$ cat src/sv/cdte_pkg.sv
`timescale 1ns / 1ps
// ----------------------------------------------------------------------------
// cdte_pkg
// Shared types and constants for the civil date to epoch seconds converter.
// ----------------------------------------------------------------------------
package cdte_pkg;

	// Configuration register indexes
	localparam logic REG_ZONE_MODE   = 1'b0;
	localparam logic REG_ZONE_OFFSET = 1'b1;

	localparam int unsigned IN_DATA_W  = 40;
	localparam int unsigned OUT_DATA_W = 40;
	localparam int unsigned SECS_W     = 39;
	localparam int unsigned OFFSET_W   = 11;

	// era = floor(y / 400) as (y * ERA_RECIP) >> ERA_SHIFT, exact for y < 43690
	localparam logic [28:0] ERA_RECIP = 29'd20972;
	localparam int unsigned ERA_SHIFT = 23;

	localparam logic signed [15:0] YEARS_PER_ERA = 16'sd400;
	localparam logic signed [24:0] DAYS_PER_ERA  = 25'sd146097;
	localparam logic signed [24:0] EPOCH_SHIFT   = 25'sd719468;
	localparam logic [18:0]        DAYS_PER_YEAR = 19'd365;
	localparam logic [16:0]        SEC_PER_HOUR  = 17'd3600;
	localparam logic [16:0]        SEC_PER_MIN   = 17'd60;
	localparam logic signed [17:0] SEC_PER_MIN_S = 18'sd60;
	localparam logic signed [43:0] SEC_PER_DAY   = 44'sd86400;

	localparam logic signed [43:0] SECS_MAX = 44'sd274877906943;
	localparam logic signed [43:0] SECS_MIN = -44'sd274877906944;

	localparam logic [4:0] HOUR_LAST = 5'd23;
	localparam logic [5:0] MIN_LAST  = 6'd59;

	// Per-stage load enables from the flow control to the datapath
	typedef struct packed {
		logic s1;
		logic s2;
		logic s3;
		logic s4;
		logic out;
	} cdte_load_t;

	// Days from 1 March to the first of the March-based month: (153*mp + 2) / 5
	function automatic logic [8:0] month_days(input logic [3:0] mp);
		logic [8:0] r;
		case (mp)
			4'd0:    r = 9'd0;
			4'd1:    r = 9'd31;
			4'd2:    r = 9'd61;
			4'd3:    r = 9'd92;
			4'd4:    r = 9'd122;
			4'd5:    r = 9'd153;
			4'd6:    r = 9'd184;
			4'd7:    r = 9'd214;
			4'd8:    r = 9'd245;
			4'd9:    r = 9'd275;
			4'd10:   r = 9'd306;
			4'd11:   r = 9'd337;
			4'd12:   r = 9'd367;
			default: r = 9'd0;
		endcase
		return r;
	endfunction

endpackage

$ cat src/sv/civil_datetime_to_epoch_unit.sv
`timescale 1ns / 1ps
// ----------------------------------------------------------------------------
// civil_datetime_to_epoch_unit
// Civil date and wall-clock hour/minute to signed seconds since 1970-01-01 UTC,
// with an optional fixed zone offset.
// ----------------------------------------------------------------------------
//  channel  | direction | handshake              | payload
//  ---------+-----------+------------------------+--------------------------------
//  s_*      | in        | s_tvalid / s_tready    | s_tdata: year, month, day, hour, minute
//  m_*      | out       | m_tvalid / m_tready    | m_tdata: epoch_seconds; m_tuser: status
//  cfg_*    | in        | cfg_valid / cfg_ready  | cfg_index, cfg_data
//
// One transaction per cycle while m_tready is high; a result passes the input
// register, three stage registers and the output register, and is held in the
// output register until it is taken on m_*. Each stage
// holds its own valid bit and fills when empty, so bubbles close up while
// m_tready is low. Reset clears the valid bits and both zone registers;
// cfg_ready is always high.
// ----------------------------------------------------------------------------
module civil_datetime_to_epoch_unit (
	input  logic                                clk,
	input  logic                                arst_n,
	input  logic                                s_tvalid,
	output logic                                s_tready,
	// [13:0] year, [17:14] month, [22:18] day, [27:23] hour, [33:28] minute
	input  logic [cdte_pkg::IN_DATA_W-1:0]      s_tdata,
	output logic                                m_tvalid,
	input  logic                                m_tready,
	// [38:0] epoch_seconds
	output logic [cdte_pkg::OUT_DATA_W-1:0]     m_tdata,
	// [0] status
	output logic                                m_tuser,
	input  logic                                cfg_valid,
	output logic                                cfg_ready,
	input  logic                                cfg_index,
	input  logic [cdte_pkg::OFFSET_W-1:0]       cfg_data
);

	logic                                 zone_mode_q;
	logic signed [cdte_pkg::OFFSET_W-1:0] zone_offset_q;

	assign cfg_ready = 1'b1;

	always_ff @(posedge clk or negedge arst_n) begin
		if (!arst_n) begin
			zone_mode_q   <= 1'b0;
			zone_offset_q <= '0;
		end else if (cfg_valid && cfg_ready) begin
			case (cfg_index)
				cdte_pkg::REG_ZONE_MODE:   zone_mode_q   <= cfg_data[0];
				cdte_pkg::REG_ZONE_OFFSET: zone_offset_q <= $signed(cfg_data);
				default: ;
			endcase
		end
	end

	// flow control: a stage loads when empty or when its content moves on
	cdte_pkg::cdte_load_t ld;
	logic v1_q, v2_q, v3_q, v4_q, vo_q;

	assign ld.out = !vo_q || m_tready;
	assign ld.s4  = !v4_q || ld.out;
	assign ld.s3  = !v3_q || ld.s4;
	assign ld.s2  = !v2_q || ld.s3;
	assign ld.s1  = !v1_q || ld.s2;

	assign s_tready = ld.s1;
	assign m_tvalid = vo_q;

	always_ff @(posedge clk or negedge arst_n) begin
		if (!arst_n) begin
			v1_q <= 1'b0;
			v2_q <= 1'b0;
			v3_q <= 1'b0;
			v4_q <= 1'b0;
			vo_q <= 1'b0;
		end else begin
			if (ld.s1)  v1_q <= s_tvalid;
			if (ld.s2)  v2_q <= v1_q;
			if (ld.s3)  v3_q <= v2_q;
			if (ld.s4)  v4_q <= v3_q;
			if (ld.out) vo_q <= v4_q;
		end
	end

	logic [cdte_pkg::SECS_W-1:0] epoch_seconds;
	logic                        status;

	cdte_datapath u_datapath (
		.clk           (clk),
		.ld            (ld),
		.year          (s_tdata[13:0]),
		.month         (s_tdata[17:14]),
		.day           (s_tdata[22:18]),
		.hour          (s_tdata[27:23]),
		.minute        (s_tdata[33:28]),
		.zone_mode     (zone_mode_q),
		.zone_offset   (zone_offset_q),
		.epoch_seconds (epoch_seconds),
		.status        (status)
	);

	assign m_tdata = {{(cdte_pkg::OUT_DATA_W - cdte_pkg::SECS_W){1'b0}}, epoch_seconds};
	assign m_tuser = status;

endmodule

$ cat src/sv/cdte_datapath.sv
`timescale 1ns / 1ps
// ----------------------------------------------------------------------------
// cdte_datapath
// Input register and four arithmetic stages: era split, era days and time of
// day, day count and zone offset, scaling to seconds with saturation, or zero
// on an invalid hour or minute.
module cdte_datapath (
	input  logic                              clk,
	input  cdte_pkg::cdte_load_t              ld,
	input  logic [13:0]                       year,
	input  logic [3:0]                        month,
	input  logic [4:0]                        day,
	input  logic [4:0]                        hour,
	input  logic [5:0]                        minute,
	input  logic                              zone_mode,
	input  logic signed [cdte_pkg::OFFSET_W-1:0] zone_offset,
	output logic [cdte_pkg::SECS_W-1:0]       epoch_seconds,
	output logic                              status
);

	// input register
	logic [13:0] year_s1;
	logic [3:0]  month_s1;
	logic [4:0]  day_s1;
	logic [4:0]  hour_s1;
	logic [5:0]  minute_s1;

	always_ff @(posedge clk) begin
		if (ld.s1) begin
			year_s1   <= year;
			month_s1  <= month;
			day_s1    <= day;
			hour_s1   <= hour;
			minute_s1 <= minute;
		end
	end

	// stage A: March-based year, era, day of year
	logic               early_a;
	logic signed [14:0] y_a;
	logic [28:0]        era_prod_a;
	logic signed [6:0]  era_a;
	logic [3:0]         mp_a;
	logic signed [9:0]  doy_a;
	logic               err_a;

	assign early_a    = (month_s1 <= 4'd2);
	assign y_a        = $signed({1'b0, year_s1} - {14'd0, early_a});
	assign era_prod_a = 29'(y_a[13:0]) * cdte_pkg::ERA_RECIP;
	// only year 0 in Jan/Feb goes negative, which lies in era -1
	assign era_a      = y_a[14] ? -7'sd1
		: $signed({1'b0, era_prod_a[cdte_pkg::ERA_SHIFT +: 6]});
	assign mp_a       = early_a ? month_s1 + 4'd9 : month_s1 - 4'd3;
	assign doy_a      = $signed({1'b0, cdte_pkg::month_days(mp_a)})
		+ $signed({5'd0, day_s1}) - 10'sd1;
	assign err_a      = (hour_s1 > cdte_pkg::HOUR_LAST) || (minute_s1 > cdte_pkg::MIN_LAST);

	logic signed [14:0] y_s2;
	logic signed [6:0]  era_s2;
	logic signed [9:0]  doy_s2;
	logic [4:0]         hour_s2;
	logic [5:0]         minute_s2;
	logic               err_s2;

	always_ff @(posedge clk) begin
		if (ld.s2) begin
			y_s2      <= y_a;
			era_s2    <= era_a;
			doy_s2    <= doy_a;
			hour_s2   <= hour_s1;
			minute_s2 <= minute_s1;
			err_s2    <= err_a;
		end
	end

	// stage B: year of era, days up to the era start, time of day
	logic signed [15:0] era_years_b;
	logic signed [15:0] yoe_full_b;
	logic signed [24:0] era_mul_b;
	logic signed [24:0] era_days_full_b;
	logic [16:0]        tod_b;

	assign era_years_b     = 16'(era_s2) * cdte_pkg::YEARS_PER_ERA;
	assign yoe_full_b      = 16'(y_s2) - era_years_b;
	assign era_mul_b       = 25'(era_s2) * cdte_pkg::DAYS_PER_ERA;
	assign era_days_full_b = era_mul_b - cdte_pkg::EPOCH_SHIFT;
	assign tod_b           = 17'(hour_s2) * cdte_pkg::SEC_PER_HOUR
		+ 17'(minute_s2) * cdte_pkg::SEC_PER_MIN;

	logic [8:0]         yoe_s3;
	logic signed [23:0] era_days_s3;
	logic signed [9:0]  doy_s3;
	logic [16:0]        tod_s3;
	logic               err_s3;

	always_ff @(posedge clk) begin
		if (ld.s3) begin
			yoe_s3      <= yoe_full_b[8:0];
			era_days_s3 <= era_days_full_b[23:0];
			doy_s3      <= doy_s2;
			tod_s3      <= tod_b;
			err_s3      <= err_s2;
		end
	end

	// stage C: day of era, day count, seconds of day less zone offset
	logic [1:0]         cent_c;
	logic [18:0]        doe_u_c;
	logic signed [18:0] doe_c;
	logic signed [23:0] days_c;
	logic signed [17:0] off_sec_c;
	logic signed [18:0] sod_c;

	assign cent_c    = {1'b0, yoe_s3 >= 9'd100} + {1'b0, yoe_s3 >= 9'd200}
		+ {1'b0, yoe_s3 >= 9'd300};
	assign doe_u_c   = 19'(yoe_s3) * cdte_pkg::DAYS_PER_YEAR + 19'(yoe_s3[8:2])
		- 19'(cent_c);
	assign doe_c     = $signed(doe_u_c) + 19'(doy_s3);
	assign days_c    = era_days_s3 + 24'(doe_c);
	assign off_sec_c = zone_mode ? 18'(zone_offset) * cdte_pkg::SEC_PER_MIN_S : 18'sd0;
	assign sod_c     = $signed({2'b00, tod_s3}) - 19'(off_sec_c);

	logic signed [23:0] days_s4;
	logic signed [18:0] sod_s4;
	logic               err_s4;

	always_ff @(posedge clk) begin
		if (ld.s4) begin
			days_s4 <= days_c;
			sod_s4  <= sod_c;
			err_s4  <= err_s3;
		end
	end

	// stage D: scale to seconds and clamp to the 39-bit signed range; zero on error
	logic signed [43:0]               day_sec_d;
	logic signed [43:0]               secs_d;
	logic [cdte_pkg::SECS_W-1:0]      sat_d;

	assign day_sec_d = 44'(days_s4) * cdte_pkg::SEC_PER_DAY;
	assign secs_d    = day_sec_d + 44'(sod_s4);

	always_comb begin
		if (err_s4) begin
			sat_d = '0;
		end else if (secs_d > cdte_pkg::SECS_MAX) begin
			sat_d = cdte_pkg::SECS_MAX[cdte_pkg::SECS_W-1:0];
		end else if (secs_d < cdte_pkg::SECS_MIN) begin
			sat_d = cdte_pkg::SECS_MIN[cdte_pkg::SECS_W-1:0];
		end else begin
			sat_d = secs_d[cdte_pkg::SECS_W-1:0];
		end
	end

	always_ff @(posedge clk) begin
		if (ld.out) begin
			epoch_seconds <= sat_d;
			status        <= err_s4;
		end
	end

endmodule
$ cat config.mk
export PLATFORM = sky130hd
export DESIGN_NAME = civil_datetime_to_epoch_unit
export DESIGN_NICKNAME = d
export VERILOG_FILES = /design/src/sv/cdte_pkg.sv /design/src/sv/civil_datetime_to_epoch_unit.sv /design/src/sv/cdte_datapath.sv
export SDC_FILE = /design/constraint.sdc
export NUM_CORES = 1
export LEC_CHECK = 0
export BUFFER_PORTS_ARGS = -buffer_cell sky130_fd_sc_hd__buf_2
export CAP_MARGIN = 20
export CORE_MARGIN = 5
export CORE_UTILIZATION = 46
export CTS_CLUSTER_SIZE = 30
export DETAILED_ROUTE_END_ITERATION = 8
export PLACE_DENSITY = 0.63
export SLEW_MARGIN = 20
export SYNTH_ARGS = -nofsm -noshare
export SYNTH_HDL_FRONTEND = slang
export SYNTH_SLANG_ARGS = --single-unit
$ cat constraint.sdc
create_clock -name clk -period 9.5 [get_ports clk]
set_input_delay 0.95 -clock clk [delete_from_list [all_inputs] [get_ports clk]]
set_output_delay 0.95 -clock clk [all_outputs]
set_load 0.01 [all_outputs]
==> results.toml, run 1 <==
[routing]
vias_per_cell = 5.067
drc = 0
dr.pass1.iters = 5
antenna_left = 0
vias = 18150
drt_iter0_drc = 565
wl_per_cell_um = 14.44
wirelength_mm = 51.71

[status]
status = "completed"

[global_routing]
grt_pass1_wl_mm = 88.73
grt_use_total = 0.1643
grt_pass1_vias = 18980
antenna_found_initial = 0
grt_max_degree = 61
grt_overflow = 0

[clock_network]
cts.clk_slew.worst_paths_ns = 0.06
cts.sinks = 229
cts_inserted_buffers = 30
cts_tree = "done"
clkLatencyLatePin_ns = 0.61
clk_path_buf_depth = 3
cts_max_level = 1
post_cts_buffers = 0
postCtsHoldBufs = 0
cts_resized = 0
root_buffer = "clkbuf_16"

[timing]
max_freq_mhz = 119.8
slew_headroom = 0.3398
setup_viol = 0
setup_ws_ns = 1.150
tightest_slew_ns = 0.9832
period_needed_ns = 8.350
setup_tns_ns = 0
final_max_slew_viol_count = 0
hold_violations = 0
rsz0062_at_grt = "no"
finalCritPeriodShare = 0.8790
fin_worst_skew_ns = 0.04451

[synthesis]
ys_warn_count = 0
muxShareOfSynthArea = 0.005730
synth-simple-area-share = 0.07879
synth_adder_area_share = 0.4131
syn_area_per_cell_um2 = 10.11
synthCells = 2677
ys_ff_latch = 229
ys_dominant_reg_cell = "edfxtp_1"
synth_compound_area_frac = 0.1047
ys_seq_area_frac = 0.2508
synth_top_family_by_area = "adder cells"
syn-cell-area_mm2 = 0.02707
yosysUniqueCellTypes = 78
syn-num-nets = 3485
synth_xor_area_frac = 0.06179
synthArstFlopShare = 0.07424
synth_edf_count = 212

[setup_path]
reg2reg_from = "u_datapath.days_s4[3]"
endpoint_kind = "flop"
startpoint = "u_datapath.days_s4[3]"
required_ns = 9.84
slowest_stage = "o41ai_4"
start_kind = "flop"
cpPeakStageDelay_ns = 0.58
crit_fanout = 24
critical_path_class = "reg2reg"
crit_arrival_ns = 8.69

[layout]
drive_gt1_frac = 0.06835
syn2layout_area_growth_pct = 9.150
multi_input_area_mm2 = 0.01800
register_area_mm2 = 0.006792
fillers = 5296
nNetsFinal = 3594
antenna_cells = 0

[floorplan]
num_rows = 89
die-width_um = 252.6
fp.dieH_um = 252.6
die_area_mm2 = 0.06381
io_pins = 101
initial_utilization = 0.4614
core_mm2 = 0.05869

[placement]
gp_congestion = 0.8414
hpwl_mm = 43.87
pre_cts_ws_ns = 1.122
portBuffers = 92

[flow_run]
drv_cap = 0

[worst_hold_path]
hold_class = "in2async"
==> per-layer routing <==
metal	GRT usage	wire length (µm)
met1	0.2117	23040
met2	0.2987	26350
met3	0.01739	1260
met4	0.03691	1055
met5	0	0
==> cells in the mapped netlist (7+ instances only) <==
| master | number | share of area |
|---|---|---|
| inv_1 | 580 | 0.080 |
| ha_1 | 513 | 0.24 |
| fa_1 | 238 | 0.18 |
| edfxtp_1 | 212 | 0.24 |
| a21oi_1 | 162 | 0.030 |
| xnor2_1 | 138 | 0.045 |
| nand2_1 | 133 | 0.018 |
| nor2_1 | 104 | 0.014 |
| o21ai_0 | 78 | 0.014 |
| xor2_1 | 53 | 0.017 |
| a21o_1 | 48 | 0.013 |
| nand3_1 | 35 | 0.0065 |
| nor3_1 | 33 | 0.0061 |
| nand2b_1 | 28 | 0.0065 |
| nor2b_1 | 26 | 0.0060 |
| o21bai_1 | 22 | 0.0061 |
| o21a_1 | 21 | 0.0058 |
| and3_1 | 20 | 0.0046 |
| dfrtp_1 | 17 | 0.016 |
| clkbuf_1 | 14 | 0.0019 |
| a211oi_1 | 13 | 0.0036 |
| a31oi_1 | 13 | 0.0030 |
| and2_1 | 12 | 0.0028 |
| mux2_2 | 12 | 0.0050 |
| nand4_1 | 11 | 0.0025 |
| o211ai_1 | 9 | 0.0025 |
| or3_1 | 9 | 0.0021 |
| a21boi_0 | 8 | 0.0022 |
| nor4_1 | 8 | 0.0018 |
| buf_4 | 7 | 0.0019 |
| o31a_1 | 7 | 0.0023 |
==> flip-flops by register name, summed over array words and instances (netlist names), 6 cells and up <==
signal and cells:
u_datapath.minute_s2 6, u_datapath.era_days_s3 24, u_datapath.doy_s3 10, zone_offset_q 11, u_datapath.tod_s3 15, u_datapath.doy_s2 10
u_datapath.yoe_s3 9, u_datapath.days_s4 24, u_datapath.minute_s1 6, u_datapath.era_s2 7, u_datapath.epoch_seconds 38, u_datapath.sod_s4 17
u_datapath.year_s1 14, u_datapath.y_s2 9
==> layout make-up <==
class,instances,area share
Clock inverter,23,0.01080
Inverter,580,0.07367
Sequential cell,229,0.2298
Multi-Input combinational cell,1844,0.6092
Tap cell,773,0.03273
Timing Repair Buffer,101,0.01812
Clock buffer,32,0.02566
==> final timing paths <==
| check | end | slack (ns) | depth (start not counted) |
|---|---|---|---|
| min reg2reg | u_datapath.doy_s3[3] | 0.42 | 0 |
| max | u_datapath.epoch_seconds[11] | 1.15 | 31 |
| max reg2reg | u_datapath.epoch_seconds[11] | 1.15 | 31 |
| min | zone_offset_q[1] | 0.27 | 1 |
| max in group asynchronous | v3_q | 8.94 | 1 |
| min in group clk | u_datapath.doy_s3[3] | 0.42 | 0 |
==> worst max-delay path: cells and delay by family (launching register included) <==
kind | cells | cell delay (ns)
AOI/OAI and AO/OA | 14 | 3.70
DFF | 1 | 0.49
buffers and inverters | 5 | 0.56
and+or+nand+nor | 4 | 0.33
adders and majority gates | 7 | 2.83
xor gates and xnor gates | 1 | 0.16
==> per-stage QoR <==
stage	hold WS, ns	instances	cell area [µm²]	util
after floorplan	0.4003	2677	27070	-
final	0.2721	3582	29550	0.5036
after detailed placement	0.4045	3526	28450	0.4848
after CTS	0.2354	3581	29530	0.5032
after global routing	0.2737	3582	29550	0.5036
after global placement	0.4027	3526	28450	0.4848
==> cell usage in the layout, fill, tap and decap left out, types with 53 or more instances in the layout <==
| master | instances |
|---|---|
| a21oi_1 | 162 |
| xnor2_1 | 137 |
| buf_2 | 92 |
| nor2_1 | 104 |
| ha_1 | 513 |
| nand2_1 | 131 |
| xor2_1 | 53 |
| fa_1 | 238 |
| inv_1 | 580 |
| edfxtp_1 | 212 |
| o21ai_0 | 78 |
==> cells by family after synthesis <==
family,count (synthesis)
muxes,14
buffers and inverters,604
DFF,229
and+or+nand+nor,443
xor gates and xnor gates,191
AOI/OAI and AO/OA,443
other,2
adders and majority gates,751
Power of run 1 is left out: the tool's default activity adds up to more than one toggle a clock period on the data nets, which glitch-free logic cannot reach.
==> inputs of run 2 (changes only) <==
--- a/config.mk
+++ b/config.mk
@@ -11,7 +11,7 @@
 export CORE_UTILIZATION = 46
 export CTS_CLUSTER_SIZE = 30
 export DETAILED_ROUTE_END_ITERATION = 8
-export PLACE_DENSITY = 0.63
+export PLACE_DENSITY_LB_ADDON = 0.3
 export SLEW_MARGIN = 20
 export SYNTH_ARGS = -nofsm -noshare
 export SYNTH_HDL_FRONTEND = slang
==> run 2 against run 1 <==
Effect of this change: critical path depth unchanged; global-route usage fell by 0.13 points; worst hold slack gained 0.0087 ns; register-to-register slack gained 0.12 ns; first-iteration DRC count grew 17%; critical path type unchanged; critical endpoint is now u_datapath.epoch_seconds[36]; largest cell class unchanged.
==> results.toml, run 2 (synthesis gave the netlist of run 1 again) <==
[timing]
slew_headroom = 0.2866
max_freq_mhz = 121.6
hold_violations = 0
finalCritPeriodShare = 0.8660
tightest_slew_ns = 1.060
holdWs_ns = 0.2808
setup_tns_ns = 0
final_max_slew_viol_count = 0
setup_viol = 0
period_needed_ns = 8.227
rsz0062_at_grt = "no"
fin_worst_skew_ns = 0.04292

[placement]
hpwl_mm = 43.34
gp_congestion = 0.8562
portBuffers = 92
dp_cells = 3526

[global_routing]
grt_pass1_wl_mm = 88.59
grt_max_degree = 61
grt_pass1_vias = 19280
grt_overflow = 0
antenna_found_initial = 0
grt_use_total = 0.1629

[floorplan]
num_rows = 89
io_pins = 101
die-width_um = 252.6
fp.dieH_um = 252.6
initial_utilization = 0.4614
die_area_mm2 = 0.06381
core_mm2 = 0.05869

[clock_network]
cts_tree = "done"
cts_max_level = 1
cts.sinks = 229
root_buffer = "clkbuf_16"
cts_inserted_buffers = 28
cts.clk_slew.worst_paths_ns = 0.07
clk_path_buf_depth = 3
post_cts_buffers = 0
postCtsHoldBufs = 0
clkLatencyLatePin_ns = 0.60
cts_resized = 0

[setup_path]
endpoint_kind = "flop"
start_kind = "flop"
reg2reg_from = "u_datapath.days_s4[3]"
required_ns = 9.84
cpPeakStageDelay_ns = 0.53
startpoint = "u_datapath.days_s4[3]"
critical_path_class = "reg2reg"
crit_fanout = 31
slowest_stage = "fa_1"
crit_arrival_ns = 8.56

[layout]
regMostFlops = "u_datapath.epoch_seconds"
fillers = 5344
nNetsFinal = 3592
drive_gt1_frac = 0.06595
syn2layout_area_growth_pct = 8.586
antenna_cells = 0
final_common_cell = "inv_1"
largest_register_ffs = 38
layout_common_cells = "inv_1, ha_1, fa_1"
reg_top3 = "u_datapath.epoch_seconds (38), u_datapath.days_s4 (24), u_datapath.era_days_s3 (24)"
layoutNonFillerInstCount = 3578
multi_input_area_mm2 = 0.01800
register_area_mm2 = 0.006792

[routing]
antenna_left = 0
vias = 18360
drc = 0
drt_iter0_drc = 662
dr.pass1.iters = 5
vias_per_cell = 5.132
wl_per_cell_um = 14.33
wirelength_mm = 51.26

[worst_hold_path]
hold_class = "in2async"

[flow_run]
drv_cap = 0

[status]
status = "completed"
## run 2: worst paths after layout
kind	endpoint	cells past startpoint	slack, ns
setup / recovery	u_datapath.epoch_seconds[36]	31	1.27
hold / removal	zone_offset_q[6]	1	0.28
setup reg to reg	u_datapath.epoch_seconds[36]	31	1.27
hold reg to reg	u_datapath.yoe_s3[0]	0	0.41
max in group asynchronous	v4_q	1	8.94
min in group clk	u_datapath.yoe_s3[0]	0	0.41
## run 2: cell type report
class / instances / share of cell area
Timing Repair Buffer: 101 / 0.01822
Inverter: 580 / 0.07405
Clock buffer: 33 / 0.02447
Multi-Input combinational cell: 1844 / 0.6124
Clock inverter: 18 / 0.006980
Tap cell: 773 / 0.03290
Sequential cell: 229 / 0.2310
## run 2: worst max-delay path, delay by kind of cell, from the launching register on
| kind | cells | cell delay (ns) |
|---|---|---|
| AND/OR/NAND/NOR | 4 | 0.56 |
| flip-flops | 1 | 0.49 |
| XOR/XNOR | 1 | 0.16 |
| adder cells (fa/ha/maj) | 7 | 2.84 |
| buffers and inverters | 5 | 0.53 |
| AO/OA/AOI/OAI | 14 | 3.36 |
## run 2: routing by layer
layer  global-route usage  vias up  share of wire
met4              0.03738        0          0.021
met2               0.2962      186           0.51
met5                    0        -              0
met3              0.01873       72          0.026
met1               0.2088     8928           0.45
li1                     -     9175              -
## run 2: metrics by stage
step | utilization | instance area (µm²) | setup WS, ns
global route | 0.5010 | 29400 | 0.6899
CTS | 0.5006 | 29380 | 1.299
global placement | 0.4848 | 28450 | 1.412
finish | 0.5010 | 29400 | 1.273
detailed placement | 0.4848 | 28450 | 1.326
floorplan | - | 27070 | 2.333
Power of run 2 is left out for the same reason.
==> inputs of run 3 (changes only) <==
--- a/config.mk
+++ b/config.mk
@@ -8,7 +8,7 @@
 export BUFFER_PORTS_ARGS = -buffer_cell sky130_fd_sc_hd__buf_2
 export CAP_MARGIN = 20
 export CORE_MARGIN = 5
-export CORE_UTILIZATION = 46
+export CORE_UTILIZATION = 65
 export CTS_CLUSTER_SIZE = 30
 export DETAILED_ROUTE_END_ITERATION = 8
 export PLACE_DENSITY_LB_ADDON = 0.3
==> run 3 against run 2 <==
Effect of this change: non-clock buffer count is 1 higher; routed wire length increased by 4.3%; core utilization is 21 points higher; cell count down 6.7%.
==> results.toml, run 3 (synthesis gave the netlist of run 1 again) <==
[floorplan]
die-width_um = 214.1
num_rows = 74
initial_utilization = 0.6601
die_area_mm2 = 0.04583
fp.dieH_um = 214.1
core_mm2 = 0.04102
io_pins = 101

[global_routing]
grt_pass1_vias = 19670
grt_overflow = 0
grt_use_total = 0.2322
grt_pass1_wl_mm = 90.81
grt_max_degree = 61
antenna_found_initial = 0

[clock_network]
cts.clk_slew.worst_paths_ns = 0.07
clkLatencyLatePin_ns = 0.55
cts_tree = "done"
cts_resized = 0
clk_path_buf_depth = 3
cts_inserted_buffers = 27
post_cts_buffers = 0
cts_max_level = 1
cts.sinks = 229
root_buffer = "clkbuf_16"
postCtsHoldBufs = 0

[timing]
rsz0062_at_grt = "no"
max_freq_mhz = 119.5
hold_violations = 0
setup_viol = 0
slew_headroom = 0.3160
setup_tns_ns = 0
finalCritPeriodShare = 0.8810
setup_ws_ns = 1.131
final_max_slew_viol_count = 0
period_needed_ns = 8.369
tightest_slew_ns = 1.022
fin_worst_skew_ns = 0.01672

[layout]
reg_top3 = "u_datapath.epoch_seconds (38), u_datapath.days_s4 (24), u_datapath.era_days_s3 (24)"
fillers = 2891
largest_register_ffs = 38
syn2layout_area_growth_pct = 7.500
final_cell_area_mm2 = 0.02911
regMostFlops = "u_datapath.epoch_seconds"
drive_gt1_frac = 0.06524
antenna_cells = 0
layout_common_cells = "inv_1, ha_1, fa_1"
final_common_cell = "inv_1"
nNetsFinal = 3592

[placement]
hpwl_mm = 44.06
gp_congestion = 0.8987
pre_cts_ws_ns = 1.208
place_area_mm2 = 0.02815
portBuffers = 92

[flow_run]
drv_cap = 0

[status]
status = "completed"

[setup_path]
crit_fanout = 25
required_ns = 9.79
rrSetupSlack_ns = 1.13
endpoint_kind = "flop"
crit_family = "compound AO/OA/AOI/OAI gates"
start_kind = "flop"
slowest_stage = "o41ai_4"
cpPeakStageDelay_ns = 0.55
critical_path_class = "reg2reg"
rr_worst_depth = 31
cp_num_buf_inv = 5
crit_cells = 31
crit_arrival_ns = 8.66
rr_endpoint = "u_datapath.epoch_seconds[11]"
reg2reg_from = "u_datapath.days_s4[5]"

[routing]
antenna_left = 0
dr.pass1.iters = 5
wirelength_mm = 53.46
drt_iter0_drc = 917
wl_per_cell_um = 16.02
drc = 0
vias = 18650
vias_per_cell = 5.590

[worst_hold_path]
hold_class = "in2async"
run 3: cell count changes in the layout (fill, tap and decap cells not counted), moves of 2 or more:
cell,change
clkinv_2,-2
clkbuf_1,-3
bufinv_16,+2
inv_6,+2
clkinvlp_4,-3
clkinv_1,+3
run 3: per-stage QoR:
stage          instances  utilization  hold WS, ns
6_report            3337       0.7096       0.3055
5_1_grt             3337       0.7096       0.3262
4_1_cts             3335       0.7090       0.2972
3_5_place_dp        3285       0.6863       0.4045
3_3_place_gp        3285       0.6863       0.4017
2_1_floorplan       2677            -       0.4003
run 3: final cells by class:
| type | instances | area, µm² | share of cell area |
|---|---|---|---|
| inverter | 580 | 2177 | 0.07480 |
| tap | 532 | 665.6 | 0.02287 |
| clock inverter | 21 | 251.5 | 0.008641 |
| sequential | 229 | 6792 | 0.2333 |
| clock buffer | 29 | 683.2 | 0.02347 |
| multi-input combinational | 1844 | 17990 | 0.6182 |
| timing repair buffer | 102 | 543.0 | 0.01866 |
run 3: how the worst max path moves through the flow:
stage / startpoint / end / slack (ns)
2_1_floorplan: u_datapath.days_s4[6] / u_datapath.epoch_seconds[11] / 2.33
3_3_place_gp: u_datapath.days_s4[5] / u_datapath.epoch_seconds[11] / 1.34
3_5_place_dp: u_datapath.days_s4[5] / u_datapath.epoch_seconds[11] / 1.21
4_1_cts: u_datapath.days_s4[3] / u_datapath.epoch_seconds[11] / 1.14
5_1_grt: u_datapath.days_s4[3] / u_datapath.epoch_seconds[11] / 0.62
6_report: u_datapath.days_s4[5] / u_datapath.epoch_seconds[11] / 1.13
run 3: routing by layer:
metal | part of all wire | global-route usage
met5 | 0 | 0
met4 | 0.023 | 0.06141
met3 | 0.028 | 0.02245
met2 | 0.52 | 0.4308
met1 | 0.43 | 0.2920
run 3: worst register-to-register path: cells and delay by family, from the launching register on:
family / cells / cell delay (ns)
compound gates: 14 / 3.72
buf+inv: 5 / 0.55
xor+xnor: 1 / 0.18
fa+ha+maj: 7 / 2.84
flops: 1 / 0.49
simple gates: 4 / 0.32
Power of run 3 is left out for the same reason.
